**src/design/tcte_pkg.sv**
```systemverilog
`default_nettype none

package tcte_pkg;

    // Field widths of the item channels
    localparam int COORD_W  = 12;
    localparam int CHAR_W   = 8;
    localparam int COLOUR_W = 16;
    localparam int VAL_W    = 7;
    localparam int IN_W     = 32;
    localparam int OUT_W    = 64;
    localparam int CFG_IDX_W = 2;

    // Configuration register indexes
    localparam logic [CFG_IDX_W-1:0] REG_DEFAULT_FG = 2'd0;
    localparam logic [CFG_IDX_W-1:0] REG_BACKGROUND = 2'd1;

    localparam logic [COLOUR_W-1:0] DEFAULT_FG_RST = 16'h0000;
    localparam logic [COLOUR_W-1:0] BACKGROUND_RST = 16'hffff;

    // Character codes
    localparam logic [CHAR_W-1:0] CH_NUL   = 8'h00;
    localparam logic [CHAR_W-1:0] CH_BS    = 8'h08;
    localparam logic [CHAR_W-1:0] CH_TAB   = 8'h09;
    localparam logic [CHAR_W-1:0] CH_NL    = 8'h0a;
    localparam logic [CHAR_W-1:0] CH_VT    = 8'h0b;
    localparam logic [CHAR_W-1:0] CH_CR    = 8'h0d;
    localparam logic [CHAR_W-1:0] CH_SPACE = 8'h20;
    localparam logic [CHAR_W-1:0] CH_ZERO  = 8'h30;
    localparam logic [CHAR_W-1:0] CH_NINE  = 8'h39;
    localparam logic [CHAR_W-1:0] CH_LBR   = 8'h5b;
    localparam logic [CHAR_W-1:0] CH_BSL   = 8'h5c;
    localparam logic [CHAR_W-1:0] CH_E     = 8'h65;
    localparam logic [CHAR_W-1:0] CH_M     = 8'h6d;

    localparam logic [VAL_W-1:0] VAL_MAX       = 7'd99;
    localparam logic [VAL_W-1:0] VAL_COLOUR_LO = 7'd30;
    localparam logic [VAL_W-1:0] VAL_COLOUR_HI = 7'd37;
    localparam logic [VAL_W-1:0] VAL_RESTORE   = 7'd0;

    localparam logic [COLOUR_W-1:0] COLOUR_TABLE [8] = '{
        16'h001f, 16'h07e0, 16'hf800, 16'h0000,
        16'h0000, 16'h0000, 16'h0000, 16'h0000
    };

    typedef enum logic [1:0] {
        PH_IDLE,
        PH_BSL,
        PH_E,
        PH_DIG
    } esc_phase_t;

    typedef enum logic [2:0] {
        ACT_NONE,
        ACT_MOVE,
        ACT_GLYPH,
        ACT_PUSH,
        ACT_COLOUR,
        ACT_BREAK
    } act_t;

    typedef enum logic [1:0] {
        ST_IDLE,
        ST_FEED,
        ST_BRK_FLUSH,
        ST_EOT_FLUSH
    } state_t;

    typedef struct packed {
        logic load;
        logic feed_exec;
        logic flush_emit;
        logic flush_done;
        logic push_last;
    } cmd_t;

    typedef struct packed {
        logic act_break;
        logic act_glyph;
        logic emit_ok;
        logic out_free;
        logic stg_valid;
        logic flush_last;
        logic eot_flush;
    } sts_t;

    function automatic logic [COLOUR_W-1:0] colour_lookup(input logic [2:0] idx);
        return COLOUR_TABLE[idx];
    endfunction

endpackage

`default_nettype wire

```
**src/design/tcte_ctrl.sv**
```systemverilog
`default_nettype none

module tcte_ctrl (
    input  wire logic          aclk,
    input  wire logic          aresetn,
    input  wire logic          s_tvalid,
    output logic               s_tready,
    input  wire tcte_pkg::sts_t sts,
    output tcte_pkg::cmd_t     cmd
);

    tcte_pkg::state_t state_reg, state_next;

    always_ff @(posedge aclk) begin
        if (!aresetn) begin
            state_reg <= tcte_pkg::ST_IDLE;
        end else begin
            state_reg <= state_next;
        end
    end

    // Last glyph of the previous item leaves the staging slot while the next item enters
    assign s_tready = (state_reg == tcte_pkg::ST_IDLE) && (!sts.stg_valid || sts.out_free);

    always_comb begin
        state_next = state_reg;
        unique case (state_reg)
            tcte_pkg::ST_IDLE: begin
                if (s_tvalid && s_tready) begin
                    state_next = tcte_pkg::ST_FEED;
                end
            end
            tcte_pkg::ST_FEED: begin
                if (sts.act_break) begin
                    state_next = tcte_pkg::ST_BRK_FLUSH;
                end else if (!sts.act_glyph || sts.emit_ok) begin
                    state_next = sts.eot_flush ? tcte_pkg::ST_EOT_FLUSH : tcte_pkg::ST_IDLE;
                end
            end
            tcte_pkg::ST_BRK_FLUSH: begin
                if (sts.emit_ok && sts.flush_last) begin
                    state_next = tcte_pkg::ST_FEED;
                end
            end
            tcte_pkg::ST_EOT_FLUSH: begin
                if (sts.emit_ok && sts.flush_last) begin
                    state_next = tcte_pkg::ST_IDLE;
                end
            end
            default: state_next = tcte_pkg::ST_IDLE;
        endcase
    end

    always_comb begin
        cmd = '0;
        unique case (state_reg)
            tcte_pkg::ST_IDLE: begin
                cmd.push_last = sts.stg_valid && sts.out_free;
                cmd.load      = s_tvalid && s_tready;
            end
            tcte_pkg::ST_FEED: begin
                cmd.feed_exec = !sts.act_break && (!sts.act_glyph || sts.emit_ok);
            end
            tcte_pkg::ST_BRK_FLUSH, tcte_pkg::ST_EOT_FLUSH: begin
                cmd.flush_emit = sts.emit_ok;
                cmd.flush_done = sts.emit_ok && sts.flush_last;
            end
            default: cmd = '0;
        endcase
    end

endmodule

`default_nettype wire

```
**src/design/tcte_dp.sv**
```systemverilog
`default_nettype none

module tcte_dp #(
    parameter int PEND_DEPTH = 8,
    parameter int TAB_STOP   = 5
) (
    input  wire logic                              aclk,
    input  wire logic                              aresetn,
    input  wire logic [tcte_pkg::IN_W-1:0]         s_tdata,
    input  wire logic                              s_tuser,
    input  wire logic                              s_tlast,
    input  wire logic                              cfg_valid,
    input  wire logic [tcte_pkg::CFG_IDX_W-1:0]    cfg_index,
    input  wire logic [tcte_pkg::COLOUR_W-1:0]     cfg_data,
    input  wire logic                              m_tready,
    input  wire tcte_pkg::cmd_t                    cmd,
    output tcte_pkg::sts_t                         sts,
    output logic                                   m_tvalid,
    output logic [tcte_pkg::OUT_W-1:0]             m_tdata,
    output logic                                   m_tlast
);

    localparam int IDX_W = (PEND_DEPTH > 1) ? $clog2(PEND_DEPTH) : 1;
    localparam int CNT_W = $clog2(PEND_DEPTH + 1);
    localparam int TAB_W = (TAB_STOP > 1) ? $clog2(TAB_STOP) : 1;
    localparam int CW    = tcte_pkg::COORD_W;
    localparam int HW    = tcte_pkg::CHAR_W;
    localparam int FW    = tcte_pkg::COLOUR_W;
    localparam int VW    = tcte_pkg::VAL_W;

    typedef struct packed {
        logic [FW-1:0] bg;
        logic [FW-1:0] fg;
        logic [CW-1:0] row;
        logic [CW-1:0] col;
        logic [HW-1:0] glyph;
    } glyph_t;

    // Item and cursor state
    logic [HW-1:0]        ch_reg,      ch_next;
    logic                 eot_reg,     eot_next;
    logic [CW-1:0]        col_reg,     col_next;
    logic [CW-1:0]        row_reg,     row_next;
    logic [FW-1:0]        fg_reg,      fg_next;
    logic [TAB_W-1:0]     tab_reg,     tab_next;
    tcte_pkg::esc_phase_t phase_reg,   phase_next;
    logic [VW-1:0]        val_reg,     val_next;
    logic                 hd_reg,      hd_next;
    logic [CNT_W-1:0]     cnt_reg,     cnt_next;
    logic [IDX_W-1:0]     idx_reg,     idx_next;
    logic [FW-1:0]        def_fg_reg,  def_fg_next;
    logic [FW-1:0]        bg_reg,      bg_next;
    logic                 stg_vld_reg, stg_vld_next;
    glyph_t               stg_reg,     stg_next;
    logic                 m_vld_reg,   m_vld_next;
    glyph_t               out_reg,     out_next;
    logic                 last_reg,    last_next;

    logic [HW-1:0] pend_reg [PEND_DEPTH];
    logic          pend_we;
    logic [IDX_W-1:0] pend_wa;

    tcte_pkg::act_t       act;
    tcte_pkg::esc_phase_t push_phase;
    tcte_pkg::esc_phase_t phase_after;
    logic                 is_digit;
    logic                 cnt_room;
    logic                 val_colour;
    logic [9:0]           val_wide;
    logic [VW-1:0]        val_sat;
    logic [VW-1:0]        val_off;
    logic [CW-1:0]        tab_step;
    logic                 emit_en;
    logic                 emit_ok;
    logic [HW-1:0]        emit_ch;
    logic [CNT_W-1:0]     push_base;

    assign is_digit   = (ch_reg >= tcte_pkg::CH_ZERO) && (ch_reg <= tcte_pkg::CH_NINE);
    assign cnt_room   = cnt_reg < CNT_W'(PEND_DEPTH);
    assign val_colour = (val_reg >= tcte_pkg::VAL_COLOUR_LO) &&
                        (val_reg <= tcte_pkg::VAL_COLOUR_HI);
    // value*10 + digit, as two shifts and adds
    assign val_wide   = {val_reg, 3'b000} + {2'b00, val_reg, 1'b0} +
                        {6'd0, ch_reg[3:0]};
    assign val_sat    = (val_wide > {3'd0, tcte_pkg::VAL_MAX}) ? tcte_pkg::VAL_MAX
                                                               : val_wide[VW-1:0];
    assign val_off    = val_reg - tcte_pkg::VAL_COLOUR_LO;
    assign tab_step   = CW'(TAB_STOP) - CW'(tab_reg);

    // What the held character does in the current escape phase
    always_comb begin
        act        = tcte_pkg::ACT_NONE;
        push_phase = tcte_pkg::PH_IDLE;
        if (ch_reg != tcte_pkg::CH_NUL) begin
            unique case (phase_reg)
                tcte_pkg::PH_IDLE: begin
                    if (ch_reg == tcte_pkg::CH_SPACE || ch_reg == tcte_pkg::CH_NL ||
                        ch_reg == tcte_pkg::CH_BS || ch_reg == tcte_pkg::CH_VT ||
                        ch_reg == tcte_pkg::CH_CR || ch_reg == tcte_pkg::CH_TAB) begin
                        act = tcte_pkg::ACT_MOVE;
                    end else if (ch_reg == tcte_pkg::CH_BSL) begin
                        act        = tcte_pkg::ACT_PUSH;
                        push_phase = tcte_pkg::PH_BSL;
                    end else begin
                        act = tcte_pkg::ACT_GLYPH;
                    end
                end
                tcte_pkg::PH_BSL: begin
                    act        = (ch_reg == tcte_pkg::CH_E) ? tcte_pkg::ACT_PUSH
                                                            : tcte_pkg::ACT_BREAK;
                    push_phase = tcte_pkg::PH_E;
                end
                tcte_pkg::PH_E: begin
                    act        = (ch_reg == tcte_pkg::CH_LBR) ? tcte_pkg::ACT_PUSH
                                                              : tcte_pkg::ACT_BREAK;
                    push_phase = tcte_pkg::PH_DIG;
                end
                tcte_pkg::PH_DIG: begin
                    push_phase = tcte_pkg::PH_DIG;
                    priority if (is_digit) begin
                        act = cnt_room ? tcte_pkg::ACT_PUSH : tcte_pkg::ACT_BREAK;
                    end else if (ch_reg == tcte_pkg::CH_M && hd_reg &&
                                 (val_reg == tcte_pkg::VAL_RESTORE || val_colour)) begin
                        act = tcte_pkg::ACT_COLOUR;
                    end else begin
                        act = tcte_pkg::ACT_BREAK;
                    end
                end
                default: act = tcte_pkg::ACT_NONE;
            endcase
        end
    end

    always_comb begin
        unique case (act)
            tcte_pkg::ACT_PUSH: phase_after = push_phase;
            tcte_pkg::ACT_NONE: phase_after = phase_reg;
            default:            phase_after = tcte_pkg::PH_IDLE;
        endcase
    end

    assign emit_ok = !stg_vld_reg || !m_vld_reg || m_tready;
    assign emit_en = (cmd.feed_exec && act == tcte_pkg::ACT_GLYPH) || cmd.flush_emit;
    assign emit_ch = cmd.flush_emit ? pend_reg[idx_reg] : ch_reg;
    assign push_base = (phase_reg == tcte_pkg::PH_IDLE) ? '0 : cnt_reg;
    assign pend_wa   = push_base[IDX_W-1:0];
    assign pend_we   = cmd.feed_exec && act == tcte_pkg::ACT_PUSH &&
                       push_base < CNT_W'(PEND_DEPTH);

    assign sts.act_break  = act == tcte_pkg::ACT_BREAK;
    assign sts.act_glyph  = act == tcte_pkg::ACT_GLYPH;
    assign sts.emit_ok    = emit_ok;
    assign sts.out_free   = !m_vld_reg || m_tready;
    assign sts.stg_valid  = stg_vld_reg;
    assign sts.flush_last = CNT_W'(idx_reg) == (cnt_reg - CNT_W'(1));
    assign sts.eot_flush  = eot_reg && phase_after != tcte_pkg::PH_IDLE;

    always_comb begin
        ch_next      = ch_reg;
        eot_next     = eot_reg;
        col_next     = col_reg;
        row_next     = row_reg;
        fg_next      = fg_reg;
        tab_next     = tab_reg;
        phase_next   = phase_reg;
        val_next     = val_reg;
        hd_next      = hd_reg;
        cnt_next     = cnt_reg;
        idx_next     = idx_reg;
        def_fg_next  = def_fg_reg;
        bg_next      = bg_reg;
        stg_vld_next = stg_vld_reg;
        stg_next     = stg_reg;
        m_vld_next   = m_vld_reg;
        out_next     = out_reg;
        last_next    = last_reg;

        if (cfg_valid) begin
            if (cfg_index == tcte_pkg::REG_DEFAULT_FG) begin
                def_fg_next = cfg_data;
            end else if (cfg_index == tcte_pkg::REG_BACKGROUND) begin
                bg_next = cfg_data;
            end
        end

        if (cmd.load) begin
            ch_next  = s_tdata[31:24];
            eot_next = s_tlast;
            if (s_tuser) begin
                col_next   = s_tdata[11:0];
                row_next   = s_tdata[23:12];
                fg_next    = def_fg_reg;
                tab_next   = '0;
                phase_next = tcte_pkg::PH_IDLE;
                val_next   = '0;
                hd_next    = 1'b0;
                cnt_next   = '0;
            end
        end

        if (cmd.feed_exec) begin
            unique case (act)
                tcte_pkg::ACT_MOVE: begin
                    unique case (ch_reg)
                        tcte_pkg::CH_SPACE: col_next = col_reg + CW'(1);
                        tcte_pkg::CH_NL: begin
                            col_next = '0;
                            row_next = row_reg + CW'(1);
                        end
                        tcte_pkg::CH_BS:  col_next = col_reg - CW'(1);
                        tcte_pkg::CH_VT:  row_next = row_reg - CW'(1);
                        tcte_pkg::CH_CR:  col_next = '0;
                        tcte_pkg::CH_TAB: col_next = col_reg + tab_step;
                        default:          col_next = col_reg;
                    endcase
                end
                tcte_pkg::ACT_PUSH: begin
                    phase_next = push_phase;
                    if (push_base < CNT_W'(PEND_DEPTH)) begin
                        cnt_next = push_base + CNT_W'(1);
                    end
                    if (phase_reg == tcte_pkg::PH_DIG) begin
                        val_next = val_sat;
                        hd_next  = 1'b1;
                    end else begin
                        val_next = '0;
                        hd_next  = 1'b0;
                    end
                end
                tcte_pkg::ACT_COLOUR: begin
                    fg_next    = (val_reg == tcte_pkg::VAL_RESTORE) ? def_fg_reg
                               : tcte_pkg::colour_lookup(val_off[2:0]);
                    phase_next = tcte_pkg::PH_IDLE;
                    val_next   = '0;
                    hd_next    = 1'b0;
                    cnt_next   = '0;
                end
                default: ;
            endcase
        end

        if (cmd.flush_emit) begin
            idx_next = idx_reg + IDX_W'(1);
        end
        if (cmd.flush_done) begin
            idx_next   = '0;
            phase_next = tcte_pkg::PH_IDLE;
            val_next   = '0;
            hd_next    = 1'b0;
            cnt_next   = '0;
        end

        // One glyph is staged so the last of a run can be marked once the run is known
        priority if (emit_en && stg_vld_reg) begin
            out_next   = stg_reg;
            last_next  = 1'b0;
            m_vld_next = 1'b1;
        end else if (cmd.push_last) begin
            out_next   = stg_reg;
            last_next  = 1'b1;
            m_vld_next = 1'b1;
        end else if (m_tready) begin
            m_vld_next = 1'b0;
        end else begin
            m_vld_next = m_vld_reg;
        end

        if (emit_en) begin
            stg_vld_next   = 1'b1;
            stg_next.glyph = emit_ch;
            stg_next.col   = col_reg;
            stg_next.row   = row_reg;
            stg_next.fg    = fg_reg;
            stg_next.bg    = bg_reg;
            col_next       = col_reg + CW'(1);
            tab_next       = (tab_reg == TAB_W'(TAB_STOP - 1)) ? '0 : tab_reg + TAB_W'(1);
        end else if (cmd.push_last) begin
            stg_vld_next = 1'b0;
        end
    end

    always_ff @(posedge aclk) begin
        if (!aresetn) begin
            col_reg     <= '0;
            row_reg     <= '0;
            fg_reg      <= tcte_pkg::DEFAULT_FG_RST;
            tab_reg     <= '0;
            phase_reg   <= tcte_pkg::PH_IDLE;
            val_reg     <= '0;
            hd_reg      <= 1'b0;
            cnt_reg     <= '0;
            idx_reg     <= '0;
            def_fg_reg  <= tcte_pkg::DEFAULT_FG_RST;
            bg_reg      <= tcte_pkg::BACKGROUND_RST;
            stg_vld_reg <= 1'b0;
            m_vld_reg   <= 1'b0;
        end else begin
            col_reg     <= col_next;
            row_reg     <= row_next;
            fg_reg      <= fg_next;
            tab_reg     <= tab_next;
            phase_reg   <= phase_next;
            val_reg     <= val_next;
            hd_reg      <= hd_next;
            cnt_reg     <= cnt_next;
            idx_reg     <= idx_next;
            def_fg_reg  <= def_fg_next;
            bg_reg      <= bg_next;
            stg_vld_reg <= stg_vld_next;
            m_vld_reg   <= m_vld_next;
        end
    end

    always_ff @(posedge aclk) begin
        ch_reg   <= ch_next;
        eot_reg  <= eot_next;
        stg_reg  <= stg_next;
        out_reg  <= out_next;
        last_reg <= last_next;
        if (pend_we) begin
            pend_reg[pend_wa] <= ch_reg;
        end
    end

    assign m_tvalid = m_vld_reg;
    assign m_tdata  = out_reg;
    assign m_tlast  = last_reg;

    a_emit_has_room: assert property (@(posedge aclk) disable iff (!aresetn)
        emit_en |-> emit_ok)
        else $error("glyph emitted while output and staging are both full");

    a_flush_nonempty: assert property (@(posedge aclk) disable iff (!aresetn)
        cmd.flush_emit |-> cnt_reg != '0)
        else $error("flush with no pending characters");

    a_cnt_bound: assert property (@(posedge aclk) disable iff (!aresetn)
        cnt_reg <= CNT_W'(PEND_DEPTH))
        else $error("pending count beyond depth");

    a_open_seq_pending: assert property (@(posedge aclk) disable iff (!aresetn)
        phase_reg != tcte_pkg::PH_IDLE |-> cnt_reg != '0)
        else $error("open sequence without pending characters");

    a_val_sat: assert property (@(posedge aclk) disable iff (!aresetn)
        val_reg <= tcte_pkg::VAL_MAX)
        else $error("sequence value above saturation limit");

endmodule

`default_nettype wire

```
**src/design/text_cell_terminal_engine.sv**
```systemverilog
// Character-cell text terminal engine.
// s_ channel: one character item per handshake. s_tdata = {char_code[31:24],
//   start_row[23:12], start_col[11:0]}, s_tuser = start_req, s_tlast = end_of_text.
// m_ channel: one glyph draw item per handshake. m_tdata = {bg[63:48], fg[47:32],
//   row[31:20], col[19:8], glyph[7:0]}, m_tlast marks the final glyph of an input item.
// cfg_ channel: register writes (index 0 default_fg, 1 background), always ready;
//   write only while the engine is idle.
// Timing: an item is decoded the cycle after it is accepted, and a new item is accepted
//   only once the engine is back in its idle state. A glyph passes through the staging
//   register and then the output register before it reaches m_tvalid. A failed sequence
//   replays its pending characters (up to PEND_DEPTH) as glyphs and then decodes the
//   breaking character again; an end-of-text flush replays the pending characters. Both
//   replay from the pending buffer at one glyph per cycle while a glyph can be staged.
// Reset (aresetn low, synchronous) homes the cursor, drops any open sequence and
//   empties the output; registers return to default_fg 0, background 0xffff.
// A stalled m_tready holds the output item; the engine keeps one more glyph staged
//   and then waits, and s_tready stays low until the staged glyph can move on.
`default_nettype none

module text_cell_terminal_engine #(
    parameter int PEND_DEPTH = 8,
    parameter int TAB_STOP   = 5
) (
    input  wire logic                            aclk,
    input  wire logic                            aresetn,
    input  wire logic                            s_tvalid,
    output logic                                 s_tready,
    input  wire logic [tcte_pkg::IN_W-1:0]       s_tdata,   // start_col, start_row, char_code
    input  wire logic                            s_tuser,   // start_req
    input  wire logic                            s_tlast,
    output logic                                 m_tvalid,
    input  wire logic                            m_tready,
    output logic [tcte_pkg::OUT_W-1:0]           m_tdata,   // glyph, col, row, fg, bg
    output logic                                 m_tlast,
    input  wire logic                            cfg_valid,
    output logic                                 cfg_ready,
    input  wire logic [tcte_pkg::CFG_IDX_W-1:0]  cfg_index,
    input  wire logic [tcte_pkg::COLOUR_W-1:0]   cfg_data
);

    tcte_pkg::cmd_t cmd;
    tcte_pkg::sts_t sts;

    assign cfg_ready = 1'b1;

    tcte_ctrl u_ctrl (
        .aclk     (aclk),
        .aresetn  (aresetn),
        .s_tvalid (s_tvalid),
        .s_tready (s_tready),
        .sts      (sts),
        .cmd      (cmd)
    );

    tcte_dp #(
        .PEND_DEPTH (PEND_DEPTH),
        .TAB_STOP   (TAB_STOP)
    ) u_dp (
        .aclk      (aclk),
        .aresetn   (aresetn),
        .s_tdata   (s_tdata),
        .s_tuser   (s_tuser),
        .s_tlast   (s_tlast),
        .cfg_valid (cfg_valid),
        .cfg_index (cfg_index),
        .cfg_data  (cfg_data),
        .m_tready  (m_tready),
        .cmd       (cmd),
        .sts       (sts),
        .m_tvalid  (m_tvalid),
        .m_tdata   (m_tdata),
        .m_tlast   (m_tlast)
    );

endmodule

`default_nettype wire
```
**config.mk**
```make
export PLATFORM = sky130hd
export DESIGN_NAME = text_cell_terminal_engine
export DESIGN_NICKNAME = d
export VERILOG_FILES = /design/src/design/tcte_pkg.sv /design/src/design/tcte_ctrl.sv /design/src/design/tcte_dp.sv /design/src/design/text_cell_terminal_engine.sv
export SDC_FILE = /design/constraint.sdc
export NUM_CORES = 1
export LEC_CHECK = 0
export BUFFER_PORTS_ARGS = -buffer_cell sky130_fd_sc_hd__clkbuf_2
export CAP_MARGIN = 0
export CORE_UTILIZATION = 59
export DETAILED_ROUTE_END_ITERATION = 12
export PLACE_DENSITY_LB_ADDON = 0.15
export SLEW_MARGIN = 40
export SYNTH_ARGS = -nofsm -noshare
export SYNTH_HDL_FRONTEND = slang
export SYNTH_SLANG_ARGS = --single-unit
```
**constraint.sdc**
```tcl
create_clock -name aclk -period 5.3 [get_ports aclk]
set_input_delay 0.795 -clock aclk [delete_from_list [all_inputs] [get_ports aclk]]
set_output_delay 0.795 -clock aclk [all_outputs]
set_load 0.05 [all_outputs]
```
# [Word-level counts from Yosys, hierarchy flattened]
# Memory sizes are Yosys's and may differ from the RTL's. A register that Yosys moved wholly into a read port is not among the register bits.
# Index checks and enable logic that the tools add are counted.
[word_totals] register_bits=234 elab_cells=212 output_inout_bits=68 mem_count=2 mem_bits_rw=64 latchBits=0 input_bits=57 romBits=128
[mem_list] memory="(no name shown)" words=8 word_bits=16 read_ports=1 rd_clocked_by_memory_dff=0 wr=0 line_no="tcte_pkg.sv:88" rtl="return COLOUR_TABLE[idx];"
[mem_list] memory="u_dp.pend_reg" words=8 word_bits=8 read_ports=1 rd_clocked_by_memory_dff=1 wr=1 line_no="tcte_dp.sv:59" rtl="logic [HW-1:0] pend_reg [PEND_DEPTH];"
[classes] magnitude_cmp=8 n_mux=80 bitwise_logic=3 n_addsub=13 n_mul=0 reduce_logical=50 n_eq_ne=29 div_mod_pow=0 shift=0
[ops] cell="two-way mux 64 bit" count=2
[ops] cell="two-way mux 16 bit" count=7
[ops] cell="two-way mux 12 bit" count=9
[ops] cell="one-hot mux 12 bit (5 select lines)" count=1
[ops] cell="== test 8 x 4 -> 1 bit (second input constant)" count=5
[ops] cell="two-way mux 3 bit" count=12
[ops] cell="two-way mux 7 bit" count=5
[ops] cell="== test 8 x 7 -> 1 bit (second input constant)" count=4
[ops] cell="adder 12 x 1 -> 12 bit (second input constant)" count=2
[ops] cell="two-way mux 2 bit" count=12
[ops] cell="one-hot mux 12 bit (2 select lines)" count=1
[ops] cell="subtractor 12 x 1 -> 12 bit (second input constant)" count=2
[ops] cell="two-way mux 4 bit" count=5
[ops] cell="two-way mux 1 bit" count=17
[ops] cell="logical AND 1 bit" count=14
[ops] cell="one-hot mux 7 bit (2 select lines)" count=1
[ops] cell="adder 12 bit" count=1
[ops] cell="logical OR 1 bit" count=12
[ops] cell="one-hot mux 3 bit (4 select lines)" count=1
[ops] cell="adder 10 x 4 -> 10 bit" count=1
[ops] cell="adder 10 x 8 -> 10 bit" count=1
[ops] cell="greater-than comparator 10 x 7 -> 1 bit (second input constant)" count=1
[ops] cell="nonzero test 2 bit" count=5
[ops] cell="== test 3 bit (second input constant)" count=3
[ops] cell="other kinds (39)" count=59

# [Depth between registers and ports, before layout]
[depth] word_depth=18 mapped_depth=15 mapped_depth_nobuf=14

# [By module]
# Synthesis repeated with hierarchy kept, for this count alone.
[unflattened] hier_cells=1058 hier_area_um2=12983.7
[by_module_without_submodules] module="tcte_dp" seq_area_each_um2=7997.7 area_per_inst_um2=12787.3 cells_each=1033 n_inst=1
[by_module_without_submodules] module="tcte_ctrl" seq_area_each_um2=40.0 area_per_inst_um2=185.2 cells_each=23 n_inst=1
[by_module_without_submodules] module="text_cell_terminal_engine" seq_area_each_um2=0.0 area_per_inst_um2=11.3 cells_each=2 n_inst=1

# [Worst setup path after synthesis]
# No wires, ideal clock.
[synth_timing] path_type="register to register" start="register u_dp.ch_reg[4]" end="register u_dp.out_reg, in the netlist u_dp.m_tdata[0] (enable)" path_buffers=1 required_ns=4.876 t_arrival_ns=3.919 synth_period_minus_slack_ns=4.343 slack_ns=0.957 path_stages_with_launch=10 setup_time_ns=0.424 path_cell_list="edfxtp_1 or3_4 nor4_1 nor3_2 nor2_2 a41oi_4 inv_4 buf_6 nand2_1 nand2_1"
[synth_via] elab_chain_len=18 word_cells_on_any_way=40 classes_between="order compare (2); eq/ne (12); mux (9); reduce/logical (17)"
[synth_rtl] item="start, declared" line_no="tcte_dp.sv:40" rtl="logic [HW-1:0] ch_reg, ch_next;"
[synth_rtl] item="start signal, assigned" line_no="tcte_dp.sv:315" rtl="ch_reg <= ch_next;"
[synth_rtl] item="branches (longest 8 deep; another with greater-or-equal comparator 8 x 6 -> 1 bit)"
[synth_rtl] item="two-way mux 3 bit *" line_no="tcte_dp.sv:94" rtl="if (ch_reg != tcte_pkg::CH_NUL) begin"
[synth_rtl] item="== test 3 x 2 -> 1 bit" line_no="tcte_dp.sv:143, tcte_dp.sv:151"
[synth_rtl] item="logical NOT 1 bit" line_no="tcte_ctrl.sv:62" rtl="cmd.feed_exec = !sts.act_break && (!sts.act_glyph || sts.emit_ok);"
[synth_rtl] item="logical OR 1 bit" line_no="tcte_ctrl.sv:62"
[synth_rtl] item="logical AND 1 bit" line_no="tcte_ctrl.sv:62"
[synth_rtl] item="two-way mux 1 bit" line_no="tcte_ctrl.sv:56" rtl="unique case (state_reg)"
[synth_rtl] item="logical AND 1 bit *" line_no="tcte_dp.sv:143" rtl="assign emit_en = (cmd.feed_exec && act == tcte_pkg::ACT_GLYPH) || cmd.flush_emit;"
[synth_rtl] item="logical OR 1 bit *" line_no="tcte_dp.sv:143"
[synth_rtl] item="via u_dp.emit_en" line_no="tcte_dp.sv:73" rtl="logic emit_en;"
[synth_rtl] item="logical AND 1 bit *" line_no="tcte_dp.sv:254" rtl="priority if (emit_en && stg_vld_reg) begin"
[synth_rtl] item="nonzero test 2 bit (no source line) *"
[synth_rtl] item="end signal, assigned" line_no="tcte_dp.sv:318" rtl="out_reg <= out_next;"
[synth_rtl] item="end, declared" line_no="tcte_dp.sv:56" rtl="glyph_t out_reg, out_next;"
# Mark *: on every way through the listed nets, which the timed path passes.
# A chain may end at the register's enable or synchronous reset.

# [Worst setup path in the final report]
[layout_timing] start="register u_dp.ch_reg[4]" end="register u_dp.row_reg[11]"
[layout_via] elab_chain_len=15 word_cells_on_any_way=40 classes_between="order compare (2); eq/ne (13); mux (12); reduce/logical (13)"
[layout_rtl] item="branches (longest 14 deep; another with greater-or-equal comparator 8 x 6 -> 1 bit)"
[layout_rtl] item="two-way mux 12 bit *" line_no="tcte_dp.sv:201" rtl="if (cmd.feed_exec) begin"
[layout_rtl] item="end signal, assigned" line_no="tcte_dp.sv:299" rtl="row_reg <= row_next;"
[layout_rtl] item="end, declared" line_no="tcte_dp.sv:43" rtl="logic [CW-1:0] row_reg, row_next;"
# Mark *: on every way between the ends.

==> impl_metrics.tcl <==
set metrics [dict create \
    status "finished clean" \
    drt_iter0_drc 635 \
    seqPwrFrac_pct 49.8 \
    drc_errors 0 \
    clk_pin_slew_ns 0.06 \
    tightest_slew_ns 0.835 \
    synth_top_area_share_pct 46.4 \
    slowest_stage "edfxtp_1" \
    cts_hold_buf 0 \
    gp_congestion 0.869 \
    dieArea_um2 22700 \
    end_kind "flip-flop" \
    postLayoutCellArea_um2 14800 \
    drv_slew 0 \
    setup_viol 0 \
    path_class "flip-flop to flip-flop" \
    drt-met1-wl_mm 11.6 \
    yosys.area_share.simple_pct 14.2 \
    max_freq_mhz 244 \
    wirelength_mm 26.7 \
    portBuffers 123 \
    synth_cell_type_count 84 \
    crit_chain "or3_4 -> nor3_4 -> nand3_1 -> inv_1 -> ha_1 -> or2_2 -> a21oi_1 -> nor3_1 -> a2111o_1 -> a21o_1 -> a21oi_1 -> xnor2_1 -> a21oi_1" \
    min_period_ns 4.09 \
    finalCritPeriodShare_pct 77.2 \
    final_nets 1296 \
    ys_warn_count 0 \
    wl_met3_mm 1.65 \
    rows 53 \
    post-cts-setup-buffers 0 \
    drt_pass1_iterations 5 \
    muxShareOfSynthArea_pct 4.15 \
    internal_power_mw 4.15 \
    cts.repair.resized 0 \
    grt.overflow.total 0 \
    synth_compound_area_share_pct 10.2 \
    synth_flop_cell "edfxtp_1" \
    vias 8730 \
    synth_top_family_by_area "simple AND/OR/NAND/NOR gates" \
    swShare_pct 26.8 \
    ant_nets 0 \
    p_sw_mw 1.52 \
    rsz0062_at_grt "false" \
    arrival_ns 4.50 \
    synth-seq-cells 301 \
    grt_pass1_wl_mm 42.7 \
    core_area_um2 21400 \
    netlist_area_um2 13000 \
    htreeDepth 1 \
    ys_seq_area_share_pct 61.7 \
    antenna_found_initial 0 \
    vias_per_cell 5.86 \
    synth_most_common_cell "edfxtp_1" \
    maxSlewHeadroom_pct 44.2 \
    area_growth_pct 14.0 \
    worst-path-max-fanout 14 \
    power_density_nw_per_um2 382 \
    synth_top_area_cell "edfxtp_1" \
    start_util_pct 61.0 \
    critPathRequiredTime_ns 5.71 \
    cts_sinks 301 \
    dp_hpwl_mm 17.8 \
    route.met2.wl_mm 13.0 \
    dr.max_layer_used "met4" \
    ios 125 \
    critPathLaunchType "flip-flop" \
    p_leak_nw 5.57 \
    clock_latency_ns 0.54 \
    synth_xor_area_share_pct 2.35 \
    skew_ns 0.00929 \
    async_flop_share_pct 0 \
    synthTopCellsByCount "edfxtp_1, nand2_1, dfxtp_1" \
    cpMostUsedCell "a21oi_1" \
    min_path_type "flip-flop to flip-flop" \
    drive_above_1_share_pct 19.1 \
    clkPwrFrac_pct 36.0 \
    setup_tns_ns 0 \
    pwr-share-comb_pct 14.2 \
    synth_area_leaders "edfxtp_1, dfxtp_1, nand2_1" \
    grtUsageTotal_pct 24.1 \
    avgSynthCellArea_um2 12.1 \
    cp_slowest_stage_delay_ns 0.58 \
    cts-root-buf "clkbuf_16" \
    synthAdderAreaFrac_pct 4.75 \
    synth-edff-count 201 \
    hold_viol_final 0 \
    worst_hold_slack_ns 0.418 \
    cts_inserted_buffers 29 \
    cts_tree "done" \
    peakVddDrop_v 0.000289 \
    die_w_um 151 \
    first_global_vias 8341 \
    chipHeight_um 151 \
    cap_violations 0 \
    ctsLongestPathBuffers 3 \
    synthCells 1076 \
    grt_max_degree 55 \
    place_area_um2 13900 \
    avgRoutedWirePerCell_um 17.9 \
    n_antenna_cell 0 \
    synth_nets 1180 \
]
logic make-up after synthesis:
logic type / after synthesis
other: 1
buffers and inverters: 77
AOI/OAI and AO/OA: 200
muxes: 34
DFF: 301
xor gates and xnor gates: 35
adders and majority gates: 47
and+or+nand+nor: 381
critical path: cells and delay by family (launching register included):
family	cells	cell delay, ns
DFF	1	0.58
buffers and inverters	1	0.39
adders and majority gates	1	0.36
AOI/OAI and AO/OA	5	1.07
xor gates and xnor gates	1	0.13
and+or+nand+nor	5	1.43
power groups by stage:
stage	clock [mW]	sequential (mW)	combinational, mW
6_report	2.04	2.83	0.805
5_1_grt	2.15	2.85	0.869
4_1_cts	2.08	2.83	0.808
3_5_place_dp	0	2.87	0.804
3_3_place_gp	0	2.87	0.796
2_1_floorplan	0	3.10	0.365
layout make-up:
cell class                 count  area, um2
clock buffer                  43        882
fill                        1564       6510
multi-input combinational    698       4680
timing repair buffer         134        711
clock inverter                10       82.6
inverter                      28        108
tap                          275        344
sequential                   301       8040
cell usage in the layout (no fill, tap or decap), drive strengths merged, types with 17 or more instances in the layout:
| master | instances |
|---|---|
| a21oi | 80 |
| clkbuf | 166 |
| dfxtp | 100 |
| edfxtp | 201 |
| ha | 43 |
| inv | 27 |
| mux2i | 18 |
| nand2 | 153 |
| nand2b | 19 |
| nand3 | 46 |
| nor2 | 73 |
| nor3 | 18 |
| o21ai | 19 |
| xnor2 | 17 |
| xor2 | 18 |
worst paths after layout:
check | start | to | slack, ns | depth (start not counted)
hold / removal | u_dp.stg_reg[38] | u_dp.m_tdata[38] | 0.42 | 0
setup reg to reg | u_dp.ch_reg[4] | u_dp.row_reg[11] | 1.21 | 13
setup / recovery | u_dp.ch_reg[4] | u_dp.row_reg[11] | 1.21 | 13
hold reg to reg | u_dp.stg_reg[38] | u_dp.m_tdata[38] | 0.42 | 0
stage by stage:
step	cells	total power [mW]	utilization, %	worst slack [ns]
final	1489	5.67	69.5	1.21
after global routing	1489	5.87	69.5	0.832
after CTS	1489	5.71	69.5	1.19
after detailed placement	1436	3.68	65.0	1.22
after global placement	1436	3.66	64.9	1.35
after floorplan	1076	3.46	-	0.957
per-layer routing:
metal  GRT usage, %  vias up
met5              0        -
met2           40.2      286
met3           3.36       39
li1               -     4211
met4           5.61        0
met1           33.5     4194
(Power assumes the default switching activity.)
